<file path="config.mk">
export PLATFORM = sky130hd
export DESIGN_NAME = integer_to_ascii_converter_core_flat
export DESIGN_NICKNAME = d
export VERILOG_FILES = /design/src/sv/i2a_pkg.sv /design/src/sv/i2a_if.sv /design/src/sv/i2a_digits.sv /design/src/sv/integer_to_ascii_converter_core.sv /design/src/flat_wrapper.sv
export SDC_FILE = /design/constraint.sdc
export NUM_CORES = 1
export LEC_CHECK = 0
export BUFFER_PORTS_ARGS = -buffer_cell sky130_fd_sc_hd__buf_4
export CAP_MARGIN = 20
export CORE_MARGIN = 2
export CORE_UTILIZATION = 60
export CTS_BUF_LIST = sky130_fd_sc_hd__clkbuf_2 sky130_fd_sc_hd__clkbuf_4 sky130_fd_sc_hd__clkbuf_8
export DETAILED_ROUTE_END_ITERATION = 8
export PLACE_DENSITY_LB_ADDON = 0.05
export SETUP_SLACK_MARGIN = 0.4
export SLEW_MARGIN = 40
export SYNTH_ARGS = -nofsm -noshare
export SYNTH_HDL_FRONTEND = slang
export SYNTH_SLANG_ARGS = --single-unit
</file>
<file path="constraint.sdc">
create_clock -name clk -period 3.05 [get_ports clk]
set_clock_uncertainty 0.2 [all_clocks]
set_input_delay 0.4575 -clock clk [delete_from_list [all_inputs] [get_ports clk]]
set_output_delay 0.4575 -clock clk [all_outputs]
set_load 0.02 [all_outputs]
</file>
<file path="src/sv/i2a_pkg.sv">
package i2a_pkg;

  localparam int VALUE_WIDTH         = 32;
  localparam int CHAR_WIDTH          = 7;
  localparam int WORD_WIDTH_DEFAULT  = 32;
  localparam int CHAR_BUFFER_DEFAULT = 16;

  localparam logic [CHAR_WIDTH-1:0] MINUS_CHAR = 7'h2D;

  // Index 0 is the rightmost entry.
  localparam logic [15:0][CHAR_WIDTH-1:0] DIGIT_CHARS = {
    7'h46, 7'h45, 7'h44, 7'h43, 7'h42, 7'h41, 7'h39, 7'h38,
    7'h37, 7'h36, 7'h35, 7'h34, 7'h33, 7'h32, 7'h31, 7'h30
  };

  typedef struct packed {
    logic load_dec;
    logic load_hex;
    logic dabble;
    logic shift;
  } digit_cmd_t;

  function automatic int dec_digits(input int width);
    return ((width * 1233) >> 12) + 1;
  endfunction

endpackage

</file>
<file path="src/sv/i2a_if.sv">
interface i2a_num_if;
  logic                               valid;
  logic                               ready;
  logic [i2a_pkg::VALUE_WIDTH-1:0]    value;
  logic                               hex_mode;
  logic                               signed_mode;

  modport source (output valid, value, hex_mode, signed_mode, input ready);
  modport sink   (input valid, value, hex_mode, signed_mode, output ready);
endinterface

interface i2a_char_if;
  logic                               valid;
  logic                               ready;
  logic [i2a_pkg::CHAR_WIDTH-1:0]     character;
  logic                               last;

  modport source (output valid, character, last, input ready);
  modport sink   (input valid, character, last, output ready);
endinterface

</file>
<file path="src/sv/i2a_digits.sv">
module i2a_digits #(
  parameter int WORD_WIDTH = i2a_pkg::WORD_WIDTH_DEFAULT,
  parameter int NDIG       = i2a_pkg::dec_digits(i2a_pkg::WORD_WIDTH_DEFAULT)
) (
  input  logic                    clk,
  input  i2a_pkg::digit_cmd_t     cmd,
  input  logic [WORD_WIDTH-1:0]   magnitude,
  output logic [3:0]              top_digit
);

  localparam int DW = 4 * NDIG;

  logic [WORD_WIDTH-1:0] magnitude_shift;
  logic [DW-1:0]         bcd_digits;
  logic [DW-1:0]         adjusted;

  always_comb begin
    for (int i = 0; i < NDIG; i++) begin
      if (bcd_digits[4*i +: 4] >= 4'd5) begin
        adjusted[4*i +: 4] = bcd_digits[4*i +: 4] + 4'd3;
      end else begin
        adjusted[4*i +: 4] = bcd_digits[4*i +: 4];
      end
    end
  end

  always_ff @(posedge clk) begin
    priority if (cmd.load_dec) begin
      magnitude_shift <= magnitude;
      bcd_digits      <= '0;
    end else if (cmd.load_hex) begin
      magnitude_shift <= magnitude;
      bcd_digits      <= DW'(magnitude);
    end else if (cmd.dabble) begin
      magnitude_shift <= {magnitude_shift[WORD_WIDTH-2:0], 1'b0};
      bcd_digits      <= {adjusted[DW-2:0], magnitude_shift[WORD_WIDTH-1]};
    end else if (cmd.shift) begin
      bcd_digits      <= {bcd_digits[DW-5:0], 4'd0};
    end else begin
      magnitude_shift <= magnitude_shift;
      bcd_digits      <= bcd_digits;
    end
  end

  assign top_digit = bcd_digits[DW-1 -: 4];

endmodule

</file>
<file path="src/sv/integer_to_ascii_converter_core.sv">
// Base ten loads the magnitude, then runs the shift-and-add-3 conversion over all WORD_WIDTH
//   bits (32 by default), then drops each leading zero digit before the first character.
// Base sixteen loads the nibbles directly and only skips leading zeros.
// Characters then leave at one per cycle while the sink is ready.
// One number at a time: a new number is taken only in idle, after the last character has gone.
// Reset: synchronous, active high; returns to idle with no character pending.
module integer_to_ascii_converter_core #(
  parameter int WORD_WIDTH  = i2a_pkg::WORD_WIDTH_DEFAULT,
  parameter int CHAR_BUFFER = i2a_pkg::CHAR_BUFFER_DEFAULT
) (
  input  logic       clk,
  input  logic       rst,
  i2a_num_if.sink    num,
  i2a_char_if.source chars
);

  localparam int NDIG = i2a_pkg::dec_digits(WORD_WIDTH);
  localparam int NCW  = $clog2(NDIG + 1);
  localparam int BCW  = $clog2(WORD_WIDTH + 1);

  typedef enum logic [4:0] {
    ST_IDLE = 5'b00001,
    ST_CONV = 5'b00010,
    ST_SCAN = 5'b00100,
    ST_SIGN = 5'b01000,
    ST_EMIT = 5'b10000
  } state_t;

  state_t               state, state_next;
  logic [NCW-1:0]       digit_count, digit_count_next;
  logic [BCW-1:0]       bit_count, bit_count_next;
  logic                 negative_flag, negative_flag_next;

  i2a_pkg::digit_cmd_t  cmd;
  logic [WORD_WIDTH-1:0] word;
  logic [WORD_WIDTH-1:0] magnitude;
  logic                 negate;
  logic [3:0]           top_digit;
  logic                 accept;
  logic                 drop_digit;

  assign word      = WORD_WIDTH'(num.value);
  assign negate    = !num.hex_mode && num.signed_mode && word[WORD_WIDTH-1];
  assign magnitude = negate ? (~word + WORD_WIDTH'(1)) : word;
  assign accept    = num.valid && num.ready;
  assign drop_digit = (int'(digit_count) > CHAR_BUFFER) ||
                      (top_digit == 4'd0 && digit_count > NCW'(1));

  assign num.ready = (state == ST_IDLE);

  always_comb begin
    state_next         = state;
    digit_count_next   = digit_count;
    bit_count_next     = bit_count;
    negative_flag_next = negative_flag;
    cmd                = '0;
    chars.valid        = 1'b0;
    chars.character    = i2a_pkg::MINUS_CHAR;
    chars.last         = 1'b0;
    unique case (state)
      ST_IDLE: begin
        if (accept) begin
          cmd.load_dec       = !num.hex_mode;
          cmd.load_hex       = num.hex_mode;
          negative_flag_next = negate;
          digit_count_next   = NCW'(NDIG);
          bit_count_next     = BCW'(WORD_WIDTH);
          state_next         = num.hex_mode ? ST_SCAN : ST_CONV;
        end
      end
      ST_CONV: begin
        cmd.dabble     = 1'b1;
        bit_count_next = bit_count - BCW'(1);
        if (bit_count == BCW'(1)) begin
          state_next = ST_SCAN;
        end
      end
      ST_SCAN: begin
        if (drop_digit) begin
          cmd.shift        = 1'b1;
          digit_count_next = digit_count - NCW'(1);
        end else if (negative_flag && int'(digit_count) < CHAR_BUFFER) begin
          state_next = ST_SIGN;
        end else begin
          state_next = ST_EMIT;
        end
      end
      ST_SIGN: begin
        chars.valid = 1'b1;
        if (chars.ready) begin
          state_next = ST_EMIT;
        end
      end
      ST_EMIT: begin
        chars.valid     = 1'b1;
        chars.character = i2a_pkg::DIGIT_CHARS[top_digit];
        chars.last      = (digit_count == NCW'(1));
        if (chars.ready) begin
          cmd.shift        = 1'b1;
          digit_count_next = digit_count - NCW'(1);
          if (digit_count == NCW'(1)) begin
            state_next = ST_IDLE;
          end
        end
      end
      default: begin
        state_next = ST_IDLE;
      end
    endcase
  end

  always_ff @(posedge clk) begin
    if (rst) begin
      state         <= ST_IDLE;
      digit_count   <= '0;
      bit_count     <= '0;
      negative_flag <= 1'b0;
    end else begin
      state         <= state_next;
      digit_count   <= digit_count_next;
      bit_count     <= bit_count_next;
      negative_flag <= negative_flag_next;
    end
  end

  i2a_digits #(
    .WORD_WIDTH (WORD_WIDTH),
    .NDIG       (NDIG)
  ) u_digits (
    .clk       (clk),
    .cmd       (cmd),
    .magnitude (magnitude),
    .top_digit (top_digit)
  );

endmodule

</file>
<file path="src/flat_wrapper.sv">
// flat-port wrapper written by rule: the top's interface ports become plain ports
module integer_to_ascii_converter_core_flat 
#(
  parameter int WORD_WIDTH  = i2a_pkg::WORD_WIDTH_DEFAULT,
  parameter int CHAR_BUFFER = i2a_pkg::CHAR_BUFFER_DEFAULT
)
  (clk, rst, num_valid, num_value, num_hex_mode, num_signed_mode, num_ready, chars_valid, chars_character, chars_last, chars_ready);
  i2a_num_if num_i ();
  i2a_char_if chars_i ();
  input  logic clk;
  input  logic rst;
  input wire logic [$bits(num_i.valid)-1:0] num_valid;
  input wire logic [$bits(num_i.value)-1:0] num_value;
  input wire logic [$bits(num_i.hex_mode)-1:0] num_hex_mode;
  input wire logic [$bits(num_i.signed_mode)-1:0] num_signed_mode;
  output wire logic [$bits(num_i.ready)-1:0] num_ready;
  output wire logic [$bits(chars_i.valid)-1:0] chars_valid;
  output wire logic [$bits(chars_i.character)-1:0] chars_character;
  output wire logic [$bits(chars_i.last)-1:0] chars_last;
  input wire logic [$bits(chars_i.ready)-1:0] chars_ready;
  assign num_i.valid = num_valid;
  assign num_i.value = num_value;
  assign num_i.hex_mode = num_hex_mode;
  assign num_i.signed_mode = num_signed_mode;
  assign num_ready = num_i.ready;
  assign chars_valid = chars_i.valid;
  assign chars_character = chars_i.character;
  assign chars_last = chars_i.last;
  assign chars_i.ready = chars_ready;
  integer_to_ascii_converter_core #(.WORD_WIDTH(WORD_WIDTH), .CHAR_BUFFER(CHAR_BUFFER)) u_core (.clk(clk), .rst(rst), .num(num_i), .chars(chars_i));
endmodule
</file>
==> impl_metrics.toml <==
[synthesis]
synth_top_area_share_pct = 19.9
syn_nets = 819
yosys_warnings = 0
async_reset_ff_share_pct = 0
ys_types = 70
syn_inst = 754
syn_area_um2 = 6240
yosys-top-cells-area = "dfxtp_1, edfxtp_1, o21ai_0"
yosysMostFrequentCell = "nand2_1"
yosys.area.top_type = "dfxtp_1"
synth_commonest_cells = "nand2_1, o21ai_0, dfxtp_1"
yosysSeqAreaShare_pct = 35.3
synthFlopType = "dfxtp_1"
synth_edf_count = 32
syn_area_per_cell_um2 = 8.28
ys_seq_elements = 94

[timing]
holdWs_ps = 156
max_slew_margin_pct = 64.7
timing.setup.tns_ps = 0
setup_ws_ps = 421
fmax_mhz = 380
period_minus_slack_ps = 2630
finalSetupViolCount = 0
hold_viol = 0
tightest_slew_ps = 523
rsz0062_at_grt = "yes"
post-route-period-util_pct = 86.2
slew_violations = 0

[worst_setup_path]
critical_path.top_delay_family = "adder cells"
required_ps = 3120
arrival_ps = 2700
crit_chain = "inv_1 -> ha_1 -> nor3b_4 -> o2111ai_4 -> nand3_4 -> nor2_1 -> a211oi_2 -> inv_1 -> ha_1 -> mux2i_1 -> mux2_4"
critPathBufInv = 2
cp_slowest_cell = "dfxtp_1"
start_kind = "register"
worstPathMaxFanout = 5
startpoint = "u_core.u_digits.bcd_digits[36]"
max_stage_delay_ps = 360
r2r-start = "u_core.u_digits.bcd_digits[36]"
path_class = "reg2reg"
crit_path_end_kind = "register"

[die]
dieArea_um2 = 11200
fp-row-count = 37
start_util_pct = 61.0
die_h_um = 106
die_w_um = 106
ios = 48
core_um2 = 10200

[place]
dpl_cell_area_um2 = 6750
io_buffers = 47
dpl.hpwl_um = 11700
dpl_worst_slack_ps = 312
gp_congestion = 0.936

[detailed_routing]
drtPass1Iterations = 5
drc_errors = 0
antenna_left = 0
via_per_inst = 6.18
post_drt_wl_per_cell_um = 17.5
dr_total_vias = 5744
wl_um = 16300
drtIter0Drc = 294

[clock_network]
htree_levels = 3
cts_buffer_depth = 2
cts-root-buf = "clkbuf_8"
cts_tree = "done"
numCtsBuffers = 9
cts_sinks = 94
clk_latency_ps = 370
cts.clk_slew.worst_paths_ps = 100
hold_buffers = 0

[final_layout]
nets = 854
fin_area_um2 = 7080
finalCoreUtilization_pct = 69.2
area_growth_pct = 13.4
n_antenna_cell = 0
drive_gt1_share_pct = 15.1

[outcome]
outcome = "finished clean"

[global_route]
antenna_found_initial = 0
grt_pass1_vias = 5555
grt_start_max_net_pins = 81
grt_pass1_wl_um = 27000
track_usage_pct = 29.9
overflow = 0

[pwr]
p_leak_nw = 2.67
irDropWorstVdd_mv = 0.406
p_per_area_nw_per_um2 = 656

[min_path]
worstHoldStart = "num_value[17]"
hold_class = "in2reg"

[flow_run]
drv_cap = 0
==> state kept, by name, indices dropped and copies added (netlist names), named ones only <==
register                         flops
u_core.negative_flag                 1
u_core.u_digits.magnitude_shift     32
u_core.u_digits.bcd_digits          40
u_core.digit_count                   4
u_core.state                         5
u_core.bit_count                     6
==> power breakdown <==
group          switching [W]  leakage [nW]  internal (W)  total, W
registers           0.000348         0.819       0.00165   0.00200
logic                0.00101          1.74      0.000782   0.00179
clock network       0.000471         0.101      0.000388  0.000859
total                0.00183          2.67       0.00282   0.00464
==> layer usage <==
metal / GRT usage, % / up-vias / part of all wire (%)
met5: 0 / - / 0
met4: 12.0 / 0 / 2.2
met3: 3.68 / 31 / 4.2
met2: 51.7 / 171 / 50
met1: 38.0 / 2743 / 43
li1: - / 2799 / -
==> per-stage QoR <==
stage	std cells	power (W)
final	930	0.00464
after CTS	928	0.00459
after global placement	910	0.00364
after global routing	930	0.00496
after detailed placement	910	0.00373
after floorplan	754	0.00324
==> placed cells by master (no fill, tap or decap), drive strengths merged, types with 10 or more instances in the layout <==
cell and instances:
a211oi 20, a21oi 60, buf 70, clkbuf 10
dfxtp 62, edfxtp 32, ha 27, inv 40
mux2i 11, nand2 89, nand2b 21, nor2 46
nor3 30, o21ai 77, o31ai 10, xnor2 28
xor2 18
==> cell type report <==
class / instances / area, um^2
multi-input cells: 574 / 3790
repair buffers: 70 / 571
clock inverters: 6 / 61.3
flip-flops and latches: 94 / 2210
well taps: 136 / 170
clock buffers: 10 / 131
fillers: 870 / 3150
inverters: 40 / 154
==> cell families after synthesis <==
kind of cell               synth area share, %
and+or+nand+nor                           19.9
AOI/OAI and AO/OA                         25.0
DFF                                       35.3
buffers and inverters                     5.79
xor gates and xnor gates                  6.45
adders and majority gates                 5.41
muxes                                     2.18
==> path summary, 6_finish.rpt <==
path	to	slack, ps	depth (start not counted)
max reg2reg	register	420	11
min	u_core.u_digits.bcd_digits[17]	160	2
min reg2reg	u_core.negative_flag	290	2
max	register	420	11
==> worst reg2reg max path, stage by stage, from the launching register on <==
cell	delay, ps
dfxtp_1	360
inv_1	80
ha_1	220
nor3b_4	270
o2111ai_4	210
nand3_4	160
nor2_1	70
a211oi_2	260
inv_1	80
ha_1	300
mux2i_1	70
mux2_4	260
==> what timing repair did <==
action                     in CTS  in global routing
resized for setup              11                 15
setup endpoints to repair       2                 36
setup buffers                   2                  2
pin swaps                       1                  4
cloned                          0                  0
Note: power is estimated with default switching activity, not from simulation.
